$ cat src/qyaw_div.sv
// Restoring divider, one quotient bit per cycle, for the calibration mean.
`timescale 1ns / 1ps
module qyaw_div #(
    parameter int NUM_W = 32,
    parameter int DEN_W = 8
) (
    input  logic             clk,
    input  logic             rst_n,
    input  logic             go,
    input  logic [NUM_W-1:0] num,
    input  logic [DEN_W-1:0] den,
    output logic             done,
    output logic [NUM_W-1:0] quo
);
    localparam int CNT_W = $clog2(NUM_W + 1);

    logic             busy_reg;
    logic             done_reg;
    logic [CNT_W-1:0] cnt_reg;
    logic [DEN_W-1:0] rem_reg;
    logic [NUM_W-1:0] quo_reg;
    logic [DEN_W:0]   trial;
    logic             fits;

    assign trial = {rem_reg, quo_reg[NUM_W-1]};
    assign fits  = (trial >= {1'b0, den});

    always_ff @(posedge clk or negedge rst_n)
    begin
        if (!rst_n)
        begin
            busy_reg <= 1'b0;
            done_reg <= 1'b0;
            cnt_reg  <= '0;
        end
        else
        begin
            if (go)
            begin
                busy_reg <= 1'b1;
                done_reg <= 1'b0;
                cnt_reg  <= CNT_W'(NUM_W);
            end
            else if (busy_reg)
            begin
                cnt_reg <= cnt_reg - 1'b1;
                if (cnt_reg == CNT_W'(1))
                begin
                    busy_reg <= 1'b0;
                    done_reg <= 1'b1;
                end
                else
                    done_reg <= 1'b0;
            end
            else
                done_reg <= 1'b0;
        end
    end

    always_ff @(posedge clk)
    begin
        if (go)
        begin
            rem_reg <= '0;
            quo_reg <= num;
        end
        else if (busy_reg)
        begin
            rem_reg <= fits ? DEN_W'(trial - {1'b0, den}) : DEN_W'(trial);
            quo_reg <= {quo_reg[NUM_W-2:0], fits};
        end
    end

    assign done = done_reg;
    assign quo  = quo_reg;

endmodule

$ cat config.mk
export PLATFORM = sky130hd
export DESIGN_NAME = qyaw_div
export DESIGN_NICKNAME = d
export VERILOG_FILES = /design/src/qyaw_div.sv
export SDC_FILE = /design/constraint.sdc
export NUM_CORES = 1
export LEC_CHECK = 0
export ABC_AREA = 1
export BUFFER_PORTS_ARGS = -buffer_cell sky130_fd_sc_hd__buf_4
export CAP_MARGIN = 10
export CELL_PAD_IN_SITES_DETAIL_PLACEMENT = 1
export CELL_PAD_IN_SITES_GLOBAL_PLACEMENT = 2
export CORE_MARGIN = 5
export CORE_UTILIZATION = 27
export DETAILED_ROUTE_END_ITERATION = 10
export PLACE_DENSITY_LB_ADDON = 0.15
export SLEW_MARGIN = 20
export SYNTH_ARGS = -nofsm -noshare
export SYNTH_HDL_FRONTEND = slang
export SYNTH_SLANG_ARGS = --single-unit
$ cat constraint.sdc
create_clock -name clk -period 1.5 [get_ports clk]
set_input_delay 0.075 -clock clk [delete_from_list [all_inputs] [get_ports clk]]
set_output_delay 0.075 -clock clk [all_outputs]
set_load 0.02 [all_outputs]
==> summary.md <==
| Metric | Value |
|---|---|
| Outcome | `finished with violations` |
| Failing checks | `negative setup slack` |
| Total of max-cap violations | `0` |
| Met3 WL | `between 400 and 500 µm` |
| Final hold vios | `0` |
| RePlAce Congestion | `between 0.8 and 0.9` |
| Max reg flops | `32` |
| P&R area growth vs syn | `46.2%` |
| Unique masters post-synth | `36` |
| Chip width | `around 110 µm` |
| Max Transition Viols Final | `0` |
| EDFF count, synth | `32` |
| Drt via density | `between 4 and 5` |
| Detailed Routing Iterations Pass 1 | `4` |
| Final WS setup | `-0.0766 ns` |
| Detail Route Antenna Nets | `0` |
| Num ports | `76` |
| Startpoint Class | `flop` |
| Worst Path Required | `approximately 1.7 ns` |
| Crit path max-delay cell type | `edfxtp_1` |
| First-pass GRT wire length | `12700 µm` |
| Async SR Flop Fraction | `between 10% and 20%` |
| Worst-path cell chain | `inv_2 > ha_4 > fa_2 > inv_1 > nand2_1 > nand3_1 > nand2_1 > nand2_1 > nand2_1 > nand3_2 > nand2_1` |
| Initial antenna violation count | `0` |
| Chip height | `109 µm` |
| Syn nets | `372` |
| CTS clk-pin slew, worst paths | `0.10 ns` |
| Critical-path maximum fanout | `3` |
| All-layer global routing usage | `a little over an eighth` |
| Core Footprint | `9640 µm²` |
| Post-route DRC violation count | `0` |
| Synthesized area | `2630 µm²` |
| Final setup fails | `7` |
| Synth area leader | `edfxtp_1` |
| CTS tree | `done` |
| Metal-1 WL | `around 3500 µm` |
| Post-DP HPWL | `5730 µm` |
| Synth top area cells | `edfxtp_1 37%, nand2_1 21%, dfrtp_1 7.6%` |
| Global route overflow | `0` |
| DR top layer | `met4` |
| Worst Max-Slew Pin Slew | `roughly 0.48 ns` |
| RSZ-0062 raised after global routing | `true` |
| Die footprint | `between 10000 and 15000 µm²` |
| Share of cells above drive strength 1 | `36.6%` |
| Nets | `approximately 480` |
| Synth Register Bits | `48` |
| CP arrival | `1.77 ns` |
| Drt total wl | `between 7000 and 8000 µm` |
| I/O Buffers | `75` |
| Critical setup path kind | `flop to flop` |
| WL met2 | `3840 µm` |
| Drt wl/cell | `14.0 µm` |
| Ant diodes | `0` |
| Largest net degree at the start of global routing | `32` |
| CTS sink count | `between 40 and 50` |
| Row count | `36` |
| Leak | `1.94 nW` |
| Clock buffer count from CTS | `5` |
| Synth top area share | `36.6%` |
| Synth Area per Inst | `~8.3 µm²` |
| Most common cell after layout, fill and taps aside | `nand2_1` |
| Via count | `2415` |
| PwrDens | `roughly 1300 nW/µm²` |
| Vias in the first global route | `2589` |
| Placed Area | `approximately 3600 µm²` |
| Hold Crit Class | `input pin to flop` |
| Layout Skew | `0.0124 ns` |
| Initial DRC count | `76` |
| Setup tns final | `-0.231 ns` |
| Max VDD drop | `0.475 mV` |
| Tmin final | `between 1.5 and 2 ns` |
| Critical path capture point type | `flop` |
| Final instance area | `roughly 3800 µm²` |
| Slowest cell delay on critical path | `approximately 0.37 ns` |
| Starting Density | `between 20% and 30%` |
| FMAX | `between 0.6 and 0.7 GHz` |
| Most frequent cells in the layout | `145 x nand2_1, 100 x buf_4, 32 x edfxtp_1` |
| Register area | `between 1000 and 1500 µm²` |
| Tcrit/Tclk final | `105%` |
| Clock buffer depth | `2` |
| Relative slew slack | `68.2%` |
| Register area share after synthesis | `between 50% and 60%` |
| Fill cells | `around 1200` |
| CTS H-tree depth | `2` |
| Post-synth top flop | `edfxtp_1` |
| Yosys warns | `0` |
| Most frequent cell on the critical path | `nand2_1` |
| Cells after synthesis | `between 300 and 400` |
| Footprint of the multi-input gates | `roughly 1300 µm²` |
| Clk_lat worst skew | `0.30 ns` |
| CTS root buffer | `clkbuf_8` |
-- timing repair --
action | CTS | global route
pin swaps | 7 | 3
buffers inserted | 1 | 0
hold buffers | 1 | 0
resized for setup | 20 | 8
endpoints found under the hold margin | 8 | 0
endpoints found under the setup margin | 9 | 9
cloned | 1 | 1
-- cell families after synthesis --
family          Yosys count  share of synthesized area [%]
fa+ha+maj                11                           5.52
compound gates           14                           3.00
simple gates            203                           34.2
flops                    48                           50.3
buf+inv                  39                           6.00
xor+xnor                  3                           1.00
-- cell usage after synthesis (all sizes together) (3+ instances only) --
cell type,instances
a21oi,7
clkbuf,6
dfrtp,8
dfxtp,8
edfxtp,32
ha,10
inv,31
nand2,153
nand3,20
nand3b,6
nand4,3
nor2,13
nor3,3
o21ai,4
-- per-stage QoR --
step,setup WS [ns],util [%],cells,total power [mW],hold WS [ns]
3_5_place_dp,-0.111,36.9,544,3.88,-0.0996
2_1_floorplan,-0.0927,-,318,3.07,-0.221
5_1_grt,-0.244,39.8,556,5.35,0.0133
4_1_cts,-0.0866,39.2,555,4.93,0.00775
3_3_place_gp,-0.145,36.9,544,3.87,-0.101
6_report,-0.0766,39.8,556,4.97,0.0168
-- power by group --
part           internal [mW]  switching, mW
clock                  0.328          0.461
sequential              1.67          0.175
combinational           1.10           1.24
-- critical path: cells and delay by family (launching register included) --
| family | cells | cell delay, ns |
|---|---|---|
| buffers and inverters | 2 | 0.13 |
| AND/OR/NAND/NOR | 7 | 0.44 |
| flip-flops | 1 | 0.37 |
| adder cells (fa/ha/maj) | 2 | 0.52 |
-- routing by layer --
layer,GRT usage (%),up-vias
met5,0,-
met3,3.73,2
li1,-,1221
met1,17.3,1145
met2,22.8,47
met4,2.71,0
-- final timing paths --
| kind | startpoint | end | slack (ns) | cells past startpoint |
|---|---|---|---|---|
| worst max-delay path | quo[31]$_DFFE_PP_ | rem_reg[6]$_SDFFE_PP0P_ | -0.08 | 11 |
| worst min-delay path | go | cnt_reg[4]$_DFFE_PN0P_ | 0.02 | 2 |
| worst max register to register | quo[31]$_DFFE_PP_ | rem_reg[6]$_SDFFE_PP0P_ | -0.08 | 11 |
| worst min register to register | cnt_reg[5]$_DFFE_PN0P_ | cnt_reg[5]$_DFFE_PN0P_ | 0.48 | 1 |
| max in group asynchronous | rst_n | cnt_reg[1]$_DFFE_PN0P_ | 1.24 | 2 |
| min in group asynchronous | rst_n | cnt_reg[3]$_DFFE_PN0P_ | 0.13 | 2 |
-- layout make-up --
class / count / share of cell area, %
clock buffer: 6 / 1.89
inverter: 31 / 3.03
clock inverter: 2 / 0.326
tap: 133 / 4.33
multi-input combinational: 233 / 35.0
sequential: 48 / 34.6
timing repair buffer: 103 / 20.8
(Power assumes the default switching activity.)
