--- src/qyaw_pkg.sv ---
// Shared constants, types and the arctangent table for the quaternion yaw block.
`timescale 1ns / 1ps
package qyaw_pkg;

    localparam int Q_W              = 32;
    localparam int VEC_W            = 62;
    localparam int ANG_W            = 34;
    localparam int ANG_FRAC         = 24;
    localparam int ATAN_N           = 24;
    localparam int CALIB_W          = 7;
    localparam int YAW_W            = 17;
    localparam int CORDIC_STEPS_DEF = 16;
    localparam int YAW_FRAC_DEF     = 8;
    localparam logic [CALIB_W-1:0] CALIB_FRAMES_RST = CALIB_W'(50);

    typedef struct packed {
        logic                    vld;
        logic signed [VEC_W-1:0] x;
        logic signed [VEC_W-1:0] y;
        logic signed [ANG_W-1:0] ang;
    } cord_t;

    // atan(2^-i) in degrees with 24 fraction bits, rounded to nearest.
    function automatic logic signed [ANG_W-1:0] atan_deg(input int idx);
        logic signed [ANG_W-1:0] v;
        begin
            unique case (idx)
                0:  v = ANG_W'(754974720);
                1:  v = ANG_W'(445687602);
                2:  v = ANG_W'(235489088);
                3:  v = ANG_W'(119537938);
                4:  v = ANG_W'(60000934);
                5:  v = ANG_W'(30029717);
                6:  v = ANG_W'(15018523);
                7:  v = ANG_W'(7509720);
                8:  v = ANG_W'(3754917);
                9:  v = ANG_W'(1877466);
                10: v = ANG_W'(938734);
                11: v = ANG_W'(469367);
                12: v = ANG_W'(234684);
                13: v = ANG_W'(117342);
                14: v = ANG_W'(58671);
                15: v = ANG_W'(29335);
                16: v = ANG_W'(14668);
                17: v = ANG_W'(7334);
                18: v = ANG_W'(3667);
                19: v = ANG_W'(1833);
                20: v = ANG_W'(917);
                21: v = ANG_W'(458);
                22: v = ANG_W'(229);
                23: v = ANG_W'(115);
                default: v = '0;
            endcase
            return v;
        end
    endfunction

endpackage

--- src/qyaw_cell.sv ---
// One CORDIC vectoring cell: a single micro-rotation, registered toward the next cell.
`timescale 1ns / 1ps
module qyaw_cell #(
    parameter int STEP = 0
) (
    input  logic            clk,
    input  logic            rst_n,
    input  qyaw_pkg::cord_t cin,
    output qyaw_pkg::cord_t cout
);
    import qyaw_pkg::*;

    localparam logic signed [ANG_W-1:0] ATAN_K = atan_deg(STEP);

    logic                    vld_reg;
    logic signed [VEC_W-1:0] x_reg, x_next;
    logic signed [VEC_W-1:0] y_reg, y_next;
    logic signed [ANG_W-1:0] ang_reg, ang_next;

    always_comb
    begin
        if (!cin.y[VEC_W-1])
        begin
            x_next   = cin.x + (cin.y >>> STEP);
            y_next   = cin.y - (cin.x >>> STEP);
            ang_next = cin.ang + ATAN_K;
        end
        else
        begin
            x_next   = cin.x - (cin.y >>> STEP);
            y_next   = cin.y + (cin.x >>> STEP);
            ang_next = cin.ang - ATAN_K;
        end
    end

    always_ff @(posedge clk or negedge rst_n)
    begin
        if (!rst_n)
            vld_reg <= 1'b0;
        else
            vld_reg <= cin.vld;
    end

    always_ff @(posedge clk)
    begin
        x_reg   <= x_next;
        y_reg   <= y_next;
        ang_reg <= ang_next;
    end

    assign cout = '{vld: vld_reg, x: x_reg, y: y_reg, ang: ang_reg};

endmodule

--- config.mk ---
export PLATFORM = sky130hd
export DESIGN_NAME = qyaw_cell
export DESIGN_NICKNAME = d
export VERILOG_FILES = /design/src/qyaw_pkg.sv /design/src/qyaw_cell.sv
export SDC_FILE = /design/constraint.sdc
export NUM_CORES = 1
export LEC_CHECK = 0
export ABC_CLOCK_PERIOD_IN_PS = 800
export BUFFER_PORTS_ARGS = -buffer_cell sky130_fd_sc_hd__buf_2
export CAP_MARGIN = 15
export CORE_ASPECT_RATIO = 2
export CORE_UTILIZATION = 52
export CTS_CLUSTER_DIAMETER = 120
export DETAILED_ROUTE_END_ITERATION = 7
export PLACE_DENSITY_LB_ADDON = 0.12
export REMOVE_ABC_BUFFERS = 1
export SYNTH_ARGS = -nofsm -noshare
export SYNTH_HDL_FRONTEND = slang
export SYNTH_SLANG_ARGS = --single-unit
export TNS_END_PERCENT = 20
--- constraint.sdc ---
create_clock -name clk -period 0.8 [get_ports clk]
set_input_delay 0 -clock clk [delete_from_list [all_inputs] [get_ports clk]]
set_output_delay 0 -clock clk [all_outputs]
set_load 0.05 [all_outputs]
==> flow_metrics.env, run 1 <==
export IMPL_status="stopped before the end"
export IMPL_stop_stage="global routing (5_1_grt)"
export IMPL_tool_error="[ERROR GRT-0116] Global routing finished with congestion. Check the congestion regions in the DRC Viewer."
export IMPL_io_pins=320
export IMPL_grt_max_degree=88
export IMPL_die_w_um=124
export IMPL_groute_usage_overall_pct=92.0
export IMPL_htreeDepth=4
export IMPL_async_flop_share_pct=0.633
export IMPL_ys_ff_latch=158
export IMPL_syn_cell_area_um2=15500
export IMPL_dp_hpwl_um=69300
export IMPL_portBuffers=319
export IMPL_synth_area_per_cell_um2=7.49
export IMPL_yosysWarningCount=0
export IMPL_synth_seq_area_share_pct=20.5
export IMPL_grt_pass1_vias=31300
export IMPL_numCtsBuffers=17
export IMPL_max_clock_path_buffers=2
export IMPL_start_util_pct=52.6
export IMPL_grt_pass1_wl_um=215000
export IMPL_grt_ovfl_total=2106
export IMPL_cts_root_buffer="clkbuf_16"
export IMPL_synth_edf_count=0
export IMPL_ys_types=87
export IMPL_cts_sinks=158
export IMPL_place_area_um2=23600
export IMPL_gp_congestion=1.24
export IMPL_rows=89
export IMPL_synthCells=2066
export IMPL_die_h_um=246
export IMPL_yosys_most_used_dff="dfxtp_1"
==> cell usage after synthesis, types with 19 or more instances <==
library cell	instances	area share, %
a21oi_1	293	9.5
inv_1	195	4.7
ha_1	191	15
dfxtp_1	157	20
nor2_1	154	3.7
o21ai_0	132	4.3
nand2_1	121	2.9
xnor2_1	115	6.5
o21bai_1	60	2.9
clkbuf_1	52	1.3
a21o_1	45	2.2
nor4_1	38	1.5
nand4_1	37	1.5
nor3_1	34	1.1
o31ai_1	30	1.5
nand3_1	29	0.94
mux2i_1	26	1.7
a211oi_1	23	1.1
buf_2	23	0.74
o211ai_1	21	1.0
a31oi_1	20	0.81
o21a_1	19	0.92
==> per-stage QoR <==
step / cells / setup WS, ns
2_1_floorplan: 1972 / -2.16
3_3_place_gp: 3505 / -2.38
3_5_place_dp: 3505 / -2.41
4_1_cts: 3636 / -1.60
==> cells by family after synthesis <==
kind of cell               count (synthesis)  synth area share (%)
xor gates and xnor gates                 127                  7.19
buffers and inverters                    301                  7.56
DFF                                      158                  20.5
muxes                                     27                  1.75
AOI/OAI and AO/OA                        763                  31.6
adders and majority gates                195                  16.0
and+or+nand+nor                          495                  15.4
==> routing by layer <==
layer / global-route usage [%] / overflow
met1: 82.0 / 31
met2: 123 / 1606
met3: 67.0 / 18
met4: 103 / 449
met5: 20.0 / 2
==> timing repair <==
| item | CTS |
|---|---|
| hold buffers | 32 |
| setup endpoints to repair | 285 |
| endpoints found under the hold margin | 36 |
| cloned | 0 |
| buffers inserted | 71 |
| resized for setup | 449 |
| pin swaps | 174 |
==> inputs of run 2 (changes only) <==
--- a/config.mk
+++ b/config.mk
@@ -5,14 +5,12 @@
 export SDC_FILE = /design/constraint.sdc
 export NUM_CORES = 1
 export LEC_CHECK = 0
-export ABC_CLOCK_PERIOD_IN_PS = 800
+export ABC_CLOCK_PERIOD_IN_PS = 1050
 export BUFFER_PORTS_ARGS = -buffer_cell sky130_fd_sc_hd__buf_2
 export CAP_MARGIN = 15
-export CORE_ASPECT_RATIO = 2
-export CORE_UTILIZATION = 52
-export CTS_CLUSTER_DIAMETER = 120
+export CORE_UTILIZATION = 40
 export DETAILED_ROUTE_END_ITERATION = 7
-export PLACE_DENSITY_LB_ADDON = 0.12
+export PLACE_DENSITY_LB_ADDON = 0.15
 export REMOVE_ABC_BUFFERS = 1
 export SYNTH_ARGS = -nofsm -noshare
 export SYNTH_HDL_FRONTEND = slang
==> constraint.sdc (replaced) <==
create_clock -name clk -period 1.05 [get_ports clk]
set_input_delay 0 -clock clk [delete_from_list [all_inputs] [get_ports clk]]
set_output_delay 0 -clock clk [all_outputs]
set_load 0.05 [all_outputs]
==> run 2 against run 1 <==
- synthesized cell count unchanged
- the flow now finishes, with violations (negative hold slack, negative setup slack)
- area after synthesis unchanged
==> flow_metrics.env, run 2 <==
export IMPL_status="finished with violations"
export IMPL_failed_checks="negative hold slack, negative setup slack"
export IMPL_groute_usage_overall_pct=38.8
export IMPL_synthCells=2066
export IMPL_synth_area_per_cell_um2=7.49
export IMPL_ctsHoldBuffers=37
export IMPL_setup_slack_ns=-1.43
export IMPL_io_pins=320
export IMPL_slew_viol_final=0
export IMPL_yosysWarningCount=0
export IMPL_final_layout_size_suffix_gt1_share_pct=52.1
export IMPL_gp_congestion=1.03
export IMPL_worstMarginPinSlew_ns=0.924
export IMPL_p_seq_share_pct=21.8
export IMPL_seqCellArea_um2=3210
export IMPL_dp_hpwl_um=61900
export IMPL_finalSetupViolCount=160
export IMPL_combPwrFrac_pct=59.8
export IMPL_maxCapViolCount=0
export IMPL_cts_root_buffer="clkbuf_16"
export IMPL_cp_required_ns=1.42
export IMPL_dp_cells=3608
export IMPL_ys_ff_latch=158
export IMPL_htreeDepth=4
export IMPL_synthMuxAreaShare_pct=1.75
export IMPL_cp_end_kind="flip-flop"
export IMPL_finalHoldViolCount=3
export IMPL_p_switching_uw=17200
export IMPL_rows=71
export IMPL_grt_pass1_wl_um=116000
export IMPL_ys_top_cells_by_area="dfxtp_1, ha_1, a21oi_1, xnor2_1, inv_1"
export IMPL_finalNetCount=3598
export IMPL_multi_input_area_um2=13800
export IMPL_start_util_pct=40.9
export IMPL_hold_class="input port to flip-flop"
export IMPL_finalWirelength_um=81700
export IMPL_max_freq_mhz=404
export IMPL_vias=21100
export IMPL_coreArea_um2=37800
export IMPL_synth_area_leader_cell="dfxtp_1"
export IMPL_wl_per_cell_um=21.7
export IMPL_tritoncts="done"
export IMPL_worst_ir_drop_vdd_mv=1.20
export IMPL_crit_arrival_ns=2.85
export IMPL_max_clock_path_buffers=2
export IMPL_antenna_found_initial=3
export IMPL_mostFrequentLayoutCells="buf_4, buf_2, a21oi_1"
export IMPL_area_growth_pct=85.5
export IMPL_portBuffers=319
export IMPL_drtAntennaViolNets=0
export IMPL_numCtsBuffers=17
export IMPL_yosysMostFrequentCell="a21oi_1"
export IMPL_slew_headroom_pct=37.8
export IMPL_synth_top_family_by_area="compound AO/OA/AOI/OAI gates"
export IMPL_routed_via_density=5.60
export IMPL_critical_path_class="input port to flip-flop"
export IMPL_synth_top_area_share_pct=20.3
export IMPL_pre_cts_ws_ns=-2.23
export IMPL_async_flop_share_pct=0.633
export IMPL_synth_adder_area_share_pct=16.0
export IMPL_synth_compound_area_share_pct=31.6
export IMPL_power_density_nw_per_um2=1280
export IMPL_p_int_uw=19600
export IMPL_die_w_um=199
export IMPL_grt_setup_unrepaired="yes"
export IMPL_synth_xor_area_share_pct=7.19
export IMPL_die_h_um=199
export IMPL_utilization_pct=75.8
export IMPL_drt_pre_antenna_iters=7
export IMPL_netlist_top_cells_count="a21oi_1, inv_1, ha_1"
export IMPL_switching_share_pct=46.8
export IMPL_grt_ovfl_total=0
export IMPL_die_area_um2=39500
export IMPL_yosys_most_used_dff="dfxtp_1"
export IMPL_post_route_period_util_pct=236
export IMPL_syn_cell_area_um2=15500
export IMPL_clk_pin_slew_ns=0.08
export IMPL_p_leak_uw=0.0135
export IMPL_synth_seq_area_share_pct=20.5
export IMPL_grt_max_degree=70
export IMPL_tns_ns=-121.64
export IMPL_hold_ws_ns=-0.0278
export IMPL_yosys_area_share_simple_pct=15.4
export IMPL_largest_reg_flops=62
export IMPL_layout_cells_non_filler=3769
export IMPL_path_max_fanout=4
export IMPL_fillCellCount=2772
export IMPL_clock_power_share_pct=18.4
export IMPL_drc_errors=0
export IMPL_cts_sinks=158
export IMPL_start_kind="input port"
export IMPL_final_common_cell="buf_4"
export IMPL_place_area_um2=23400
export IMPL_stdcell_area_um2=28700
export IMPL_min_period_ns=2.48
export IMPL_drt_iter0_drc=1712
export IMPL_ys_types=87
export IMPL_grt_pass1_vias=20600
export IMPL_synth_edf_count=0
==> run 2: cell counts after synthesis <==
No cell type changed its count.
==> run 2: repair_timing <==
action | 4_1_cts | 5_1_grt
pin swaps | 183 | 172
cloned | 0 | 0
setup endpoints to repair | 228 | 270
endpoints found under the hold margin | 39 | 3
setup buffers | 56 | 49
resized for setup | 516 | 390
==> run 2: kinds of logic (layout without fill, tap and decap cells) <==
| family | Yosys count | count (layout) |
|---|---|---|
| flops | 158 | 158 |
| buf+inv | 301 | 1490 |
| fa+ha+maj | 195 | 195 |
| other cells | 0 | 3 |
| mux | 27 | 27 |
| xor+xnor | 127 | 127 |
| compound gates | 763 | 763 |
| simple gates | 495 | 495 |
==> run 2: cell type report <==
type / instances / area share (%)
diodes: 3 / 0.0262
well taps: 511 / 2.23
clock inverters: 15 / 0.667
multi-input cells: 1607 / 48.2
repair buffers: 1251 / 33.4
clock buffers: 17 / 1.48
flip-flops and latches: 158 / 11.2
inverters: 207 / 2.80
==> run 2: path summary, 6_finish.rpt <==
check                         from        end  slack [ns]  cells after the start
setup / recovery           cin[99]  x_reg[54]       -1.43                     16
max in group asynchronous    rst_n    vld_reg        0.57                      3
hold / removal             cin[97]   y_reg[1]       -0.03                      3
min in group asynchronous    rst_n    vld_reg        0.38                      3
==> run 2: through the flow <==
step	power, uW	hold WS, ns
4_1_cts	34800	-0.0293
3_3_place_gp	25900	-0.226
5_1_grt	38100	-0.0125
6_report	36900	-0.0278
2_1_floorplan	17900	-0.296
3_5_place_dp	26000	-0.224
==> run 2: worst max-delay path, stage by stage <==
cell,delay (ns)
buf_4,0.13
ha_4,0.22
buf_6,0.12
buf_6,0.11
o21a_1,0.18
o31a_1,0.15
o21ai_4,0.23
o21ai_2,0.11
a2111o_1,0.50
a21oi_4,0.23
buf_6,0.13
o21bai_4,0.07
buf_6,0.13
a2111oi_4,0.31
a211oi_2,0.07
xnor2_1,0.14
==> run 2: power by group through the flow <==
stage | sequential [uW] | clock [uW] | combinational [uW]
finish | 8030 | 6800 | 22000
global route | 8110 | 7090 | 23000
CTS | 7920 | 6780 | 20100
global placement | 7960 | 0 | 18000
detailed placement | 7950 | 0 | 18100
floorplan | 12300 | 0 | 5630
==> run 2: routing by layer <==
layer  vias to the layer above  GRT usage [%]  routed length (um)
li1                       9715              -                   -
met5                         -              0                   0
met3                       232           5.92                6130
met4                         0           17.1                4040
met1                     10100           48.6               33500
met2                      1041           65.5               38100
No activity file was read; power rests on OpenSTA's default activity.
==> inputs of run 3 (changes only) <==
--- a/config.mk
+++ b/config.mk
@@ -12,6 +12,7 @@
 export DETAILED_ROUTE_END_ITERATION = 7
 export PLACE_DENSITY_LB_ADDON = 0.15
 export REMOVE_ABC_BUFFERS = 1
+export SETUP_SLACK_MARGIN = 0.5
 export SYNTH_ARGS = -nofsm -noshare
 export SYNTH_HDL_FRONTEND = slang
 export SYNTH_SLANG_ARGS = --single-unit
==> run 3 against run 2 <==
- the flow still finishes with violations (negative hold slack, negative setup slack)
- wire length shrank 1.1%
- first-iteration DRC count up 0.53%
- largest power group unchanged
- highest routed layer is now met5
- worst setup slack worse by 0.044 ns
==> flow_metrics.env, run 3 (synthesis gave the netlist of run 2 again) <==
export IMPL_slew_headroom_pct=34.4
export IMPL_pre_cts_ws_ns=-2.23
export IMPL_grt_ovfl_total=0
export IMPL_final_common_cell="buf_4"
export IMPL_drt_pre_antenna_iters=7
export IMPL_vias=21000
export IMPL_critical_path_class="input port to flip-flop"
export IMPL_htreeDepth=4
export IMPL_grt_setup_unrepaired="yes"
export IMPL_io_pins=320
export IMPL_finalSetupViolCount=209
export IMPL_place_area_um2=23400
export IMPL_mostFrequentLayoutCells="buf_4, buf_2, a21oi_1"
export IMPL_switching_share_pct=47.2
export IMPL_clk_pin_slew_ns=0.08
export IMPL_max_freq_mhz=397
export IMPL_die_w_um=199
export IMPL_finalWirelength_um=80800
export IMPL_cts_sinks=158
export IMPL_numCtsBuffers=17
export IMPL_finalHoldViolCount=12
export IMPL_tns_ns=-129.53
export IMPL_post_route_period_util_pct=240
export IMPL_slew_viol_final=0
export IMPL_final_layout_size_suffix_gt1_share_pct=51.5
export IMPL_tritoncts="done"
export IMPL_wl_per_cell_um=21.4
export IMPL_min_period_ns=2.52
export IMPL_rows=71
export IMPL_dp_hpwl_um=61900
export IMPL_hold_class="input port to flip-flop"
export IMPL_grt_pass1_vias=20700
export IMPL_worstMarginPinSlew_ns=0.974
export IMPL_p_switching_uw=17100
export IMPL_failed_checks="negative hold slack, negative setup slack"
export IMPL_cts_root_buffer="clkbuf_16"
export IMPL_cp_slowest_stage_delay_ns=0.26
export IMPL_ctsHoldBuffers=29
export IMPL_cp_required_ns=1.46
export IMPL_combPwrFrac_pct=59.5
export IMPL_p_seq_share_pct=21.8
export IMPL_drc_errors=0
export IMPL_area_growth_pct=83.1
export IMPL_grt_pass1_wl_um=117000
export IMPL_gp_congestion=1.03
export IMPL_multi_input_area_um2=13800
export IMPL_cp_end_kind="flip-flop"
export IMPL_clock_power_share_pct=18.7
export IMPL_max_clock_path_buffers=2
export IMPL_largest_reg_flops=62
export IMPL_fillCellCount=2880
export IMPL_antenna_found_initial=5
export IMPL_finalNetCount=3611
export IMPL_seqCellArea_um2=3170
export IMPL_drtAntennaViolNets=0
export IMPL_groute_usage_overall_pct=38.9
export IMPL_portBuffers=319
export IMPL_p_int_uw=19100
export IMPL_worst_ir_drop_vdd_mv=1.26
export IMPL_power_density_nw_per_um2=1280
export IMPL_crit_arrival_ns=2.93
export IMPL_drt_iter0_drc=1721
export IMPL_path_max_fanout=4
export IMPL_setup_slack_ns=-1.47
export IMPL_critPathSlowestCell="o211ai_1"
export IMPL_status="finished with violations"
export IMPL_crit_chain="buf_6 > buf_6 > ha_4 > buf_6 > nor4_4 > buf_4 > nand2_4 > buf_6 > nor2_1 > o2111ai_2 > o211ai_1 > buf_4 > a21oi_4 > o21a_1 > buf_6 > o21bai_4 > a211oi_2 > xnor2_1"
export IMPL_maxCapViolCount=0
export IMPL_routed_via_density=5.56
export IMPL_hold_ws_ns=-0.200
export IMPL_die_h_um=199
export IMPL_cp_common_cell="buf_6"
export IMPL_start_kind="input port"
export IMPL_die_area_um2=39500
export IMPL_grt_max_degree=70
export IMPL_p_leak_uw=0.0134
export IMPL_stdcell_area_um2=28300
export IMPL_start_util_pct=40.9
export IMPL_coreArea_um2=37800
[run 3: cell types whose count changed in the layout (fill, tap and decap cells not counted), sizes merged]
cell          change
buf              +23
dlymetal6s4s      -1
dlygate4sd3       -7
clkbuf            -2
[run 3: final timing paths]
| kind | slack [ns] | from | cells past startpoint | endpoint |
|---|---|---|---|---|
| setup / recovery | -1.47 | cin[113] | 18 | y_reg[54] |
| hold / removal | -0.20 | cin[96] | 3 | y_reg[0] |
| max in group asynchronous | 0.57 | rst_n | 3 | vld_reg |
| min in group asynchronous | 0.37 | rst_n | 3 | vld_reg |
[run 3: area by class of cell]
class / count / share of cell area, %
antenna: 3 / 0.0265
clock buffer: 17 / 1.50
clock inverter: 15 / 0.676
inverter: 207 / 2.84
multi-input combinational: 1607 / 48.6
sequential: 158 / 11.2
tap: 511 / 2.26
timing repair buffer: 1264 / 33.0
[run 3: stage by stage]
stage	total power (uW)	std cells	utilization, %
2_1_floorplan	17900	1972	-
3_3_place_gp	25900	3608	61.9
3_5_place_dp	26000	3608	61.9
4_1_cts	34600	3734	71.2
5_1_grt	37500	3782	74.8
6_report	36100	3782	74.8
[run 3: routing by layer]
| metal | up-vias | track usage, % | part of all wire [%] |
|---|---|---|---|
| li1 | 9747 | - | - |
| met1 | 10100 | 48.4 | 41 |
| met2 | 983 | 64.9 | 46 |
| met3 | 236 | 6.95 | 7.8 |
| met4 | 4 | 18.1 | 5.2 |
| met5 | - | 0 | 0.036 |
[run 3: timing repair]
action | CTS | global route
setup endpoints to repair | 290 | 290
pin swaps | 180 | 162
endpoints found under the hold margin | 40 | 10
cloned | 0 | 1
resized for setup | 472 | 229
buffers inserted | 65 | 44
[run 3: critical path: cells and delay by family]
kind / cells / cell delay (ns)
buffers and inverters: 7 / 1.04
AO/OA/AOI/OAI: 6 / 0.99
AND/OR/NAND/NOR: 3 / 0.45
adder cells (fa/ha/maj): 1 / 0.25
XOR/XNOR: 1 / 0.19
[run 3: power by group through the flow]
stage	Sequential [uW]	Combinational (uW)	Clock [uW]
after floorplan	12300	5630	0
after global placement	7960	18000	0
after detailed placement	7950	18100	0
after CTS	7830	20000	6780
after global routing	7950	22500	7060
final	7860	21500	6770
